<file path="config.mk">
export PLATFORM = sky130hd
export DESIGN_NAME = event_flag_group_unit
export DESIGN_NICKNAME = d
export VERILOG_FILES = /design/src/rtl/efg_pkg.sv /design/src/rtl/efg_slot_mem.sv /design/src/rtl/efg_ctrl.sv /design/src/rtl/event_flag_group_unit.sv
export SDC_FILE = /design/constraint.sdc
export NUM_CORES = 1
export LEC_CHECK = 0
export BUFFER_PORTS_ARGS = -buffer_cell sky130_fd_sc_hd__clkbuf_2
export CORE_MARGIN = 4
export CORE_UTILIZATION = 60
export CTS_CLUSTER_DIAMETER = 40
export DETAILED_ROUTE_END_ITERATION = 10
export PLACE_DENSITY_LB_ADDON = 0.25
export SYNTH_ARGS = -nofsm -noshare
export SYNTH_HDL_FRONTEND = slang
export SYNTH_HIERARCHICAL = 1
export SYNTH_SLANG_ARGS = --single-unit
</file>
<file path="constraint.sdc">
create_clock -name clk -period 6.4 [get_ports clk]
set_input_delay 0.32 -clock clk [delete_from_list [all_inputs] [get_ports clk]]
set_output_delay 0.32 -clock clk [all_outputs]
set_load 0.005 [all_outputs]
</file>
<file path="src/rtl/efg_pkg.sv">
`default_nettype none

package efg_pkg;

	// fixed field widths
	localparam int FLAG_W = 16;
	localparam int SLOT_W = 3;

	// default slot count and most results reported for one set beat
	localparam int WAITERS_DEF = 8;
	localparam int RESULT_CAP = 8;

	// wait mode bits: bit 0 selects any, bit 1 selects clear on release
	localparam int MODE_ANY_BIT = 0;
	localparam int MODE_CLR_BIT = 1;

	typedef enum logic [1:0] {
		KIND_WAIT   = 2'd0,
		KIND_SET    = 2'd1,
		KIND_CLEAR  = 2'd2,
		KIND_EXPIRE = 2'd3
	} kind_t;

	typedef enum logic [2:0] {
		ST_MATCHED  = 3'd0,
		ST_BLOCKED  = 3'd1,
		ST_RELEASED = 3'd2,
		ST_EXPIRED  = 3'd3,
		ST_DONE     = 3'd4,
		ST_SLOTERR  = 3'd5
	} status_t;

	// one waiter slot entry as held in the slot memory
	typedef struct packed {
		logic [1:0]        mode;
		logic [FLAG_W-1:0] mask;
	} slot_ent_t;

endpackage

`default_nettype wire

</file>
<file path="src/rtl/efg_slot_mem.sv">
`default_nettype none

module efg_slot_mem
	import efg_pkg::*;
#(
	parameter int DEPTH = WAITERS_DEF,
	parameter int AW    = 3
) (
	input  wire logic      clk,
	input  wire logic      we,
	input  wire logic [AW-1:0] waddr,
	input  wire slot_ent_t wdata,
	input  wire logic [AW-1:0] raddr,
	output slot_ent_t      rdata
);

	slot_ent_t mem [DEPTH];

	// one write port
	always_ff @(posedge clk) begin
		if (we) begin
			mem[waddr] <= wdata;
		end
	end

	// registered read
	always_ff @(posedge clk) begin
		rdata <= mem[raddr];
	end

endmodule

`default_nettype wire

</file>
<file path="src/rtl/efg_ctrl.sv">
`default_nettype none

module efg_ctrl
	import efg_pkg::*;
#(
	parameter int WAITERS = WAITERS_DEF,
	parameter int IW      = 3
) (
	input  wire logic              clk,
	input  wire logic              arst_n,
	input  wire logic              start,
	output logic                   busy,
	input  wire logic [1:0]        kind,
	input  wire logic [FLAG_W-1:0] flag_mask,
	input  wire logic [1:0]        wait_mode,
	input  wire logic [SLOT_W-1:0] waiter,
	output logic                   strobe,
	output logic [2:0]             status,
	output logic [SLOT_W-1:0]      waiter_out,
	output logic [FLAG_W-1:0]      result_mask,
	output logic [FLAG_W-1:0]      flags_now,
	output logic                   last,
	// slot memory
	output logic                   mem_we,
	output logic [IW-1:0]          mem_waddr,
	output slot_ent_t              mem_wdata,
	output logic [IW-1:0]          mem_raddr,
	input  wire slot_ent_t         mem_rdata
);

	localparam int CW = $clog2(WAITERS + 1);
	localparam int RW = $clog2(RESULT_CAP + 1);

	typedef enum logic [1:0] {
		S_IDLE,
		S_SCAN,
		S_EMIT
	} state_t;

	state_t              state_q;
	logic [FLAG_W-1:0]   flags_q;
	logic [WAITERS-1:0]  valid_q;
	logic [WAITERS-1:0]  rel_q;
	logic [FLAG_W-1:0]   set_mask_q;
	logic [FLAG_W-1:0]   comb_q;
	logic [FLAG_W-1:0]   next_q;
	logic [CW-1:0]       rel_cnt_q;
	logic [RW-1:0]       total_q;
	logic [RW-1:0]       rep_cnt_q;
	logic [CW-1:0]       cnt_q;
	logic                vld_s1;
	logic [IW-1:0]       idx_s1;

	logic                strobe_q;
	status_t             status_q;
	logic [SLOT_W-1:0]   waiter_q;
	logic [FLAG_W-1:0]   rmask_q;
	logic [FLAG_W-1:0]   fnow_q;
	logic                last_q;

	// input beat decode
	kind_t               kind_in;
	logic                accept;
	logic [IW-1:0]       sidx;
	logic                slot_ok;
	logic                slot_busy;
	logic [FLAG_W-1:0]   w_hit;
	logic                w_all_ok;
	logic                w_any_ok;

	// scan stage
	logic                issue;
	logic                e_match;
	logic [FLAG_W-1:0]   e_hit;
	logic [FLAG_W-1:0]   e_got;
	logic                scan_rel;
	logic [FLAG_W-1:0]   clr_now;
	logic [FLAG_W-1:0]   next_d;
	logic [CW-1:0]       rel_cnt_d;
	logic                scan_end;
	logic                emit_last;

	assign busy        = (state_q != S_IDLE);
	assign strobe      = strobe_q;
	assign status      = status_q;
	assign waiter_out  = waiter_q;
	assign result_mask = rmask_q;
	assign flags_now   = fnow_q;
	assign last        = last_q;

	// decode of an accepted beat
	always_comb begin
		kind_in   = kind_t'(kind);
		accept    = start && (state_q == S_IDLE);
		sidx      = IW'(waiter);
		slot_ok   = (int'(waiter) < WAITERS);
		slot_busy = valid_q[sidx];
		w_hit     = flags_q & flag_mask;
		w_all_ok  = !wait_mode[MODE_ANY_BIT] && (w_hit == flag_mask);
		w_any_ok  = wait_mode[MODE_ANY_BIT] && (w_hit != '0);
	end

	// slot memory write on a blocking wait, reads walk the slots
	always_comb begin
		mem_we    = accept && (kind_in == KIND_WAIT) && slot_ok && !slot_busy
			&& !w_all_ok && !w_any_ok;
		mem_waddr = sidx;
		mem_wdata = '{mode: wait_mode, mask: flag_mask};
		mem_raddr = cnt_q[IW-1:0];
	end

	// match check on the entry read back
	always_comb begin
		issue     = (cnt_q < CW'(WAITERS));
		e_hit     = mem_rdata.mask & comb_q;
		if (mem_rdata.mode[MODE_ANY_BIT]) begin
			e_match = (e_hit != '0);
			e_got   = e_hit;
		end else begin
			e_match = (e_hit == mem_rdata.mask);
			e_got   = mem_rdata.mask;
		end
		scan_rel  = (state_q == S_SCAN) && vld_s1 && valid_q[idx_s1] && e_match;
		clr_now   = (scan_rel && mem_rdata.mode[MODE_CLR_BIT]) ?
			(mem_rdata.mask & set_mask_q) : '0;
		next_d    = next_q & ~clr_now;
		rel_cnt_d = rel_cnt_q + CW'(scan_rel);
		scan_end  = vld_s1 && (idx_s1 == IW'(WAITERS - 1));
		emit_last = ((rep_cnt_q + RW'(1)) == total_q);
	end

	// sequencer, state and registered results
	always_ff @(posedge clk or negedge arst_n) begin
		if (!arst_n) begin
			state_q   <= S_IDLE;
			flags_q   <= '0;
			valid_q   <= '0;
			rel_q     <= '0;
			rel_cnt_q <= '0;
			total_q   <= '0;
			rep_cnt_q <= '0;
			cnt_q     <= '0;
			vld_s1    <= 1'b0;
			idx_s1    <= '0;
			strobe_q  <= 1'b0;
		end else begin
			strobe_q <= 1'b0;
			vld_s1   <= 1'b0;
			idx_s1   <= cnt_q[IW-1:0];
			unique case (state_q)
				S_IDLE: begin
					if (accept) begin
						waiter_q <= waiter;
						rmask_q  <= '0;
						fnow_q   <= flags_q;
						last_q   <= 1'b1;
						unique case (kind_in)
							KIND_WAIT: begin
								strobe_q <= 1'b1;
								if (!slot_ok || slot_busy) begin
									status_q <= ST_SLOTERR;
								end else if (w_all_ok) begin
									status_q <= ST_MATCHED;
									rmask_q  <= flag_mask;
								end else if (w_any_ok) begin
									status_q <= ST_MATCHED;
									rmask_q  <= w_hit;
								end else begin
									status_q      <= ST_BLOCKED;
									valid_q[sidx] <= 1'b1;
								end
							end
							KIND_SET: begin
								set_mask_q <= flag_mask;
								comb_q     <= flags_q | flag_mask;
								next_q     <= flags_q | flag_mask;
								rel_q      <= '0;
								rel_cnt_q  <= '0;
								cnt_q      <= '0;
								state_q    <= S_SCAN;
							end
							KIND_CLEAR: begin
								strobe_q <= 1'b1;
								status_q <= ST_DONE;
								waiter_q <= '0;
								flags_q  <= flags_q & ~flag_mask;
								fnow_q   <= flags_q & ~flag_mask;
							end
							KIND_EXPIRE: begin
								strobe_q <= 1'b1;
								if (!slot_ok || !slot_busy) begin
									status_q <= ST_SLOTERR;
								end else begin
									status_q      <= ST_EXPIRED;
									valid_q[sidx] <= 1'b0;
								end
							end
							default: begin
							end
						endcase
					end
				end
				S_SCAN: begin
					// walk every slot once, releasing matches against the combined word
					if (issue) begin
						vld_s1 <= 1'b1;
						cnt_q  <= cnt_q + CW'(1);
					end
					if (scan_rel) begin
						valid_q[idx_s1] <= 1'b0;
						rel_q[idx_s1]   <= 1'b1;
					end
					next_q    <= next_d;
					rel_cnt_q <= rel_cnt_d;
					if (scan_end) begin
						flags_q   <= next_d;
						cnt_q     <= '0;
						rep_cnt_q <= '0;
						vld_s1    <= 1'b0;
						total_q   <= (int'(rel_cnt_d) > RESULT_CAP) ?
							RW'(RESULT_CAP) : RW'(rel_cnt_d);
						if (rel_cnt_d == '0) begin
							// nothing released: one done beat
							strobe_q <= 1'b1;
							status_q <= ST_DONE;
							waiter_q <= '0;
							rmask_q  <= '0;
							fnow_q   <= next_d;
							last_q   <= 1'b1;
							state_q  <= S_IDLE;
						end else begin
							state_q <= S_EMIT;
						end
					end
				end
				S_EMIT: begin
					// second walk re-reads released slots and sends one beat each, up to RESULT_CAP
					if (issue) begin
						vld_s1 <= 1'b1;
						cnt_q  <= cnt_q + CW'(1);
					end
					if (vld_s1 && rel_q[idx_s1]) begin
						rel_q[idx_s1] <= 1'b0;
						strobe_q      <= 1'b1;
						status_q      <= ST_RELEASED;
						waiter_q      <= SLOT_W'(idx_s1);
						rmask_q       <= e_got;
						fnow_q        <= flags_q;
						last_q        <= emit_last;
						rep_cnt_q     <= rep_cnt_q + RW'(1);
						if (emit_last) begin
							vld_s1  <= 1'b0;
							state_q <= S_IDLE;
						end
					end
				end
				default: begin
					state_q <= S_IDLE;
				end
			endcase
		end
	end

endmodule

`default_nettype wire

</file>
<file path="src/rtl/event_flag_group_unit.sv">
`default_nettype none

// channel   | ports                                        | handshake
// ----------+----------------------------------------------+---------------------------
// command   | kind, flag_mask, wait_mode, waiter           | start high, busy low
// result    | status, waiter_out, result_mask, flags_now,  | strobe high, one cycle
//           | last                                         |
//
// wait, clear and expire beats are answered directly: the result beat comes in the cycle after the accept.
// a set beat walks the slot memory once to find releases and update the flag word,
// then sends its done beat when nobody is released; with releases a second walk
// sends one beat per released slot, up to RESULT_CAP beats. both walks go through
// the single read port of the slot memory.
// reset clears the flag word and all slot valid bits at once; no clearing pass.
// the receiver cannot stall; busy stays high until the last beat of a set is out.

module event_flag_group_unit
	import efg_pkg::*;
#(
	parameter int WAITERS = WAITERS_DEF
) (
	input  wire logic              clk,
	input  wire logic              arst_n,
	input  wire logic              start,
	output logic                   busy,
	input  wire logic [1:0]        kind,
	input  wire logic [FLAG_W-1:0] flag_mask,
	input  wire logic [1:0]        wait_mode,
	input  wire logic [SLOT_W-1:0] waiter,
	output logic                   strobe,
	output logic [2:0]             status,
	output logic [SLOT_W-1:0]      waiter_out,
	output logic [FLAG_W-1:0]      result_mask,
	output logic [FLAG_W-1:0]      flags_now,
	output logic                   last
);

	localparam int IW = (WAITERS > 1) ? $clog2(WAITERS) : 1;

	logic          mem_we;
	logic [IW-1:0] mem_waddr;
	slot_ent_t     mem_wdata;
	logic [IW-1:0] mem_raddr;
	slot_ent_t     mem_rdata;

	// sequencer with flag word and slot valid bits
	efg_ctrl #(
		.WAITERS (WAITERS),
		.IW      (IW)
	) u_ctrl (
		.clk         (clk),
		.arst_n      (arst_n),
		.start       (start),
		.busy        (busy),
		.kind        (kind),
		.flag_mask   (flag_mask),
		.wait_mode   (wait_mode),
		.waiter      (waiter),
		.strobe      (strobe),
		.status      (status),
		.waiter_out  (waiter_out),
		.result_mask (result_mask),
		.flags_now   (flags_now),
		.last        (last),
		.mem_we      (mem_we),
		.mem_waddr   (mem_waddr),
		.mem_wdata   (mem_wdata),
		.mem_raddr   (mem_raddr),
		.mem_rdata   (mem_rdata)
	);

	// waiter mask and mode store
	efg_slot_mem #(
		.DEPTH (WAITERS),
		.AW    (IW)
	) u_slot_mem (
		.clk   (clk),
		.we    (mem_we),
		.waddr (mem_waddr),
		.wdata (mem_wdata),
		.raddr (mem_raddr),
		.rdata (mem_rdata)
	);

endmodule

`default_nettype wire

</file>
==> results.json <==
{
  "outcome": "complete, no violations",
  "wl_per_cell_um": 24.1,
  "detail-route-antenna-nets": 0,
  "synth_cells": 973,
  "clock-sinks": 304,
  "cp-end-kind": "flop",
  "hold_slack_ps": 87.7,
  "drive_above_1_share_pct": 20.1,
  "chipWidth_um": 158,
  "finClkSkew_ps": 19.1,
  "path_cells": "nor2b_1 > a2111oi_0 > nand4_1 > a21oi_1 > and2_1 > ha_1 > nand3_1 > xnor2_1 > nor4_1 > nand2b_1 > and4_2 > a21boi_0",
  "cp.required_ps": 6560,
  "synthFlopType": "edfxtp_1",
  "h-tree-depth": 2,
  "cts-resized-gates": 0,
  "synthXorXnorAreaFrac_pct": 0.652,
  "area_growth_pct": 12.8,
  "first_global_vias": 8408,
  "max_freq_mhz": 220,
  "antenna_found_initial": 1,
  "fin_ws_ps": 1840,
  "synth_area_sq_um": 13400,
  "max_slew_margin_pct": 19.0,
  "clk_latency_ps": 520,
  "vias_per_cell": 6.60,
  "synth-simple-area-share_pct": 7.79,
  "critPathBufInv": 0,
  "drc_errors": 0,
  "core_sq_um": 21900,
  "post-dp-hpwl_mm": 20.3,
  "max_stage_delay_ps": 910,
  "cts_tree": "yes",
  "nets": 1054,
  "p_per_area_nw_per_um2": 356,
  "hold_buffers": 1,
  "dieArea_sq_um": 24800,
  "grt_max_degree": 76,
  "worst_slew_pin_slew_ps": 1210,
  "start_util_pct": 61.3,
  "synthMuxAreaShare_pct": 9.28,
  "slowest_stage": "and4_2",
  "wl_met3_mm": 3.11,
  "vdd_drop_max_mv": 0.240,
  "hold_violations": 0,
  "setup_violations": 0,
  "layout_common_cells": "edfxtp_1, o21ai_0, nand2_1",
  "postCtsSetupBuffers": 0,
  "p_leak_nw": 5.51,
  "drt_iter0_drc": 1079,
  "min_period_ps": 4560,
  "pre_cts_ws_ps": 1870,
  "cts_root_buffer": "clkbuf_16",
  "dr_wl_met2_mm": 14.8,
  "clk_pin_slew_ps": 60,
  "grt_setup_unrepaired": "no",
  "ys_seq_elements": 304,
  "maxSlewViolCount": 0,
  "async_flop_share_pct": 18.1,
  "core.rowCount": 54,
  "overflow": 0,
  "ys_seq_area_share_pct": 64.6,
  "hold_class": "in2reg",
  "tns_ps": 0,
  "synth_edf_count": 231,
  "drt-pass1-iter-count": 5,
  "grt_pass1_wl_mm": 49.7,
  "highest_layer": "met5",
  "clock_path_buffers": 3,
  "vias": 8769,
  "cp-start-kind": "flop",
  "synth_top_family_by_area": "compound AO/OA/AOI/OAI gates",
  "io-pin-count": 67,
  "maxCapViolations": 0,
  "die_h_um": 158,
  "place_congestion": 0.928,
  "synth_area_per_cell_sq_um": 13.8,
  "synthAdderAreaFrac_pct": 0.746,
  "synth_compound_area_share_pct": 12.8,
  "synthDistinctLibCells": 68,
  "drt-met1-wl_mm": 13.3,
  "fin_crit_sh_pct": 71.2,
  "n_antenna_cell": 0,
  "cts_made_buffers": 37,
  "crit_family": "simple AND/OR/NAND/NOR gates",
  "yosysWarnings": 6,
  "grt_usage_pct": 26.3,
  "final_common_cell": "edfxtp_1",
  "portBuffers": 66,
  "cp.arrival_ps": 4710,
  "path_class": "reg2reg",
  "crit_fanout": 37,
  "drt-total-wl_mm": 32.0,
  "synthesis.nets": 1007
}
-- report_power, final --
group	switching (mW)	internal, mW	total [mW]
Clock	0.826	1.37	2.20
Sequential	0.153	2.22	2.38
Combinational	0.407	0.406	0.812
Total	1.39	4.00	5.39
-- final timing paths --
kind                                                  from                         endpoint  slack [ps]  cells past startpoint
setup / recovery              u_slot_mem/rdata[12]$_DFF_P_       u_ctrl/status[2]$_DFFE_PP_        1840                     12
hold / removal                                wait_mode[1]  u_slot_mem/mem[3][17]$_DFFE_PP_          90                      1
setup reg to reg              u_slot_mem/rdata[12]$_DFF_P_       u_ctrl/status[2]$_DFFE_PP_        1840                     12
hold reg to reg            u_ctrl/rep_cnt_q[3]$_DFFE_PN0P_  u_ctrl/rep_cnt_q[3]$_DFFE_PN0P_         510                      2
max in group asynchronous                           arst_n      u_ctrl/cnt_q[0]$_DFFE_PN0P_        5320                      3
min in group asynchronous                           arst_n    u_ctrl/flags_q[7]$_DFFE_PN0P_         530                      3
-- cells by family after synthesis --
kind of cell,count (synthesis)
adders and majority gates,8
buffers and inverters,105
xor gates and xnor gates,10
and+or+nand+nor,209
muxes,63
AOI/OAI and AO/OA,274
DFF,304
-- cells in the mapped netlist, drive strengths merged, types with 3 or more instances --
| library cell | count | area, sq um |
|---|---|---|
| mux2 | 21 | 240 |
| o22ai | 19 | 181 |
| o211ai | 6 | 50.1 |
| mux2i | 6 | 60.1 |
| dfxtp | 18 | 360 |
| clkbuf | 32 | 123 |
| nand4b | 3 | 26.3 |
| xnor2 | 5 | 43.8 |
| nand2 | 73 | 277 |
| mux4 | 36 | 946 |
| or2 | 17 | 106 |
| nand3 | 9 | 45.0 |
| nor2b | 24 | 150 |
| a21oi | 59 | 295 |
| a31oi | 15 | 93.8 |
| a32o | 3 | 30.0 |
| o21a | 3 | 22.5 |
| a41oi | 4 | 35.0 |
| a2111oi | 5 | 43.8 |
| nor2 | 39 | 146 |
| dfrtp | 55 | 1380 |
| nand2b | 13 | 81.3 |
| a221oi | 3 | 26.3 |
| a22o | 7 | 61.3 |
| inv | 31 | 116 |
| ha | 8 | 100 |
| edfxtp | 231 | 6940 |
| nor3 | 4 | 20.0 |
| a22oi | 16 | 134 |
| o221ai | 5 | 43.8 |
| xor2 | 5 | 43.8 |
| nand4 | 6 | 37.5 |
| buf | 42 | 309 |
| o21ai | 114 | 571 |
| and2 | 6 | 37.5 |
-- worst register-to-register path: cells and delay by family (launching register included) --
family	cells	cell delay (ps)
simple gates	7	2140
fa+ha+maj	1	200
compound gates	3	1300
flops	1	330
xor+xnor	1	210
-- flip-flops by register name (all words and copies together), names as in the netlist, 8 cells and up, named ones only --
register,cells
u_ctrl/flags_now,16
u_ctrl/result_mask,16
u_slot_mem/mem,144
u_ctrl/flags_q,16
u_ctrl/comb_q,16
u_slot_mem/rdata,18
u_ctrl/rel_q,8
u_ctrl/set_mask_q,16
u_ctrl/next_q,16
-- through the flow --
step	utilization [%]	std cells	power (mW)	area, sq um
floorplan	-	973	3.01	13400
global placement	63.1	1260	3.20	13800
detailed placement	63.1	1260	3.22	13800
CTS	69.1	1329	5.42	15100
global route	69.1	1329	5.59	15100
finish	69.1	1329	5.39	15100
-- area by class of cell --
cell class,instances,area [sq um]
flip-flops and latches,304,8670
fillers,1500,6750
multi-input cells,564,4230
clock buffers,41,983
repair buffers,82,453
well taps,280,350
clock inverters,27,327
inverters,31,116
-- layer usage --
layer / vias up / global-route usage [%]
li1: 3831 / -
met1: 4345 / 39.4
met2: 533 / 41.2
met3: 58 / 4.13
met4: 2 / 6.84
met5: - / 0
Note: power is estimated with default switching activity, not from simulation.
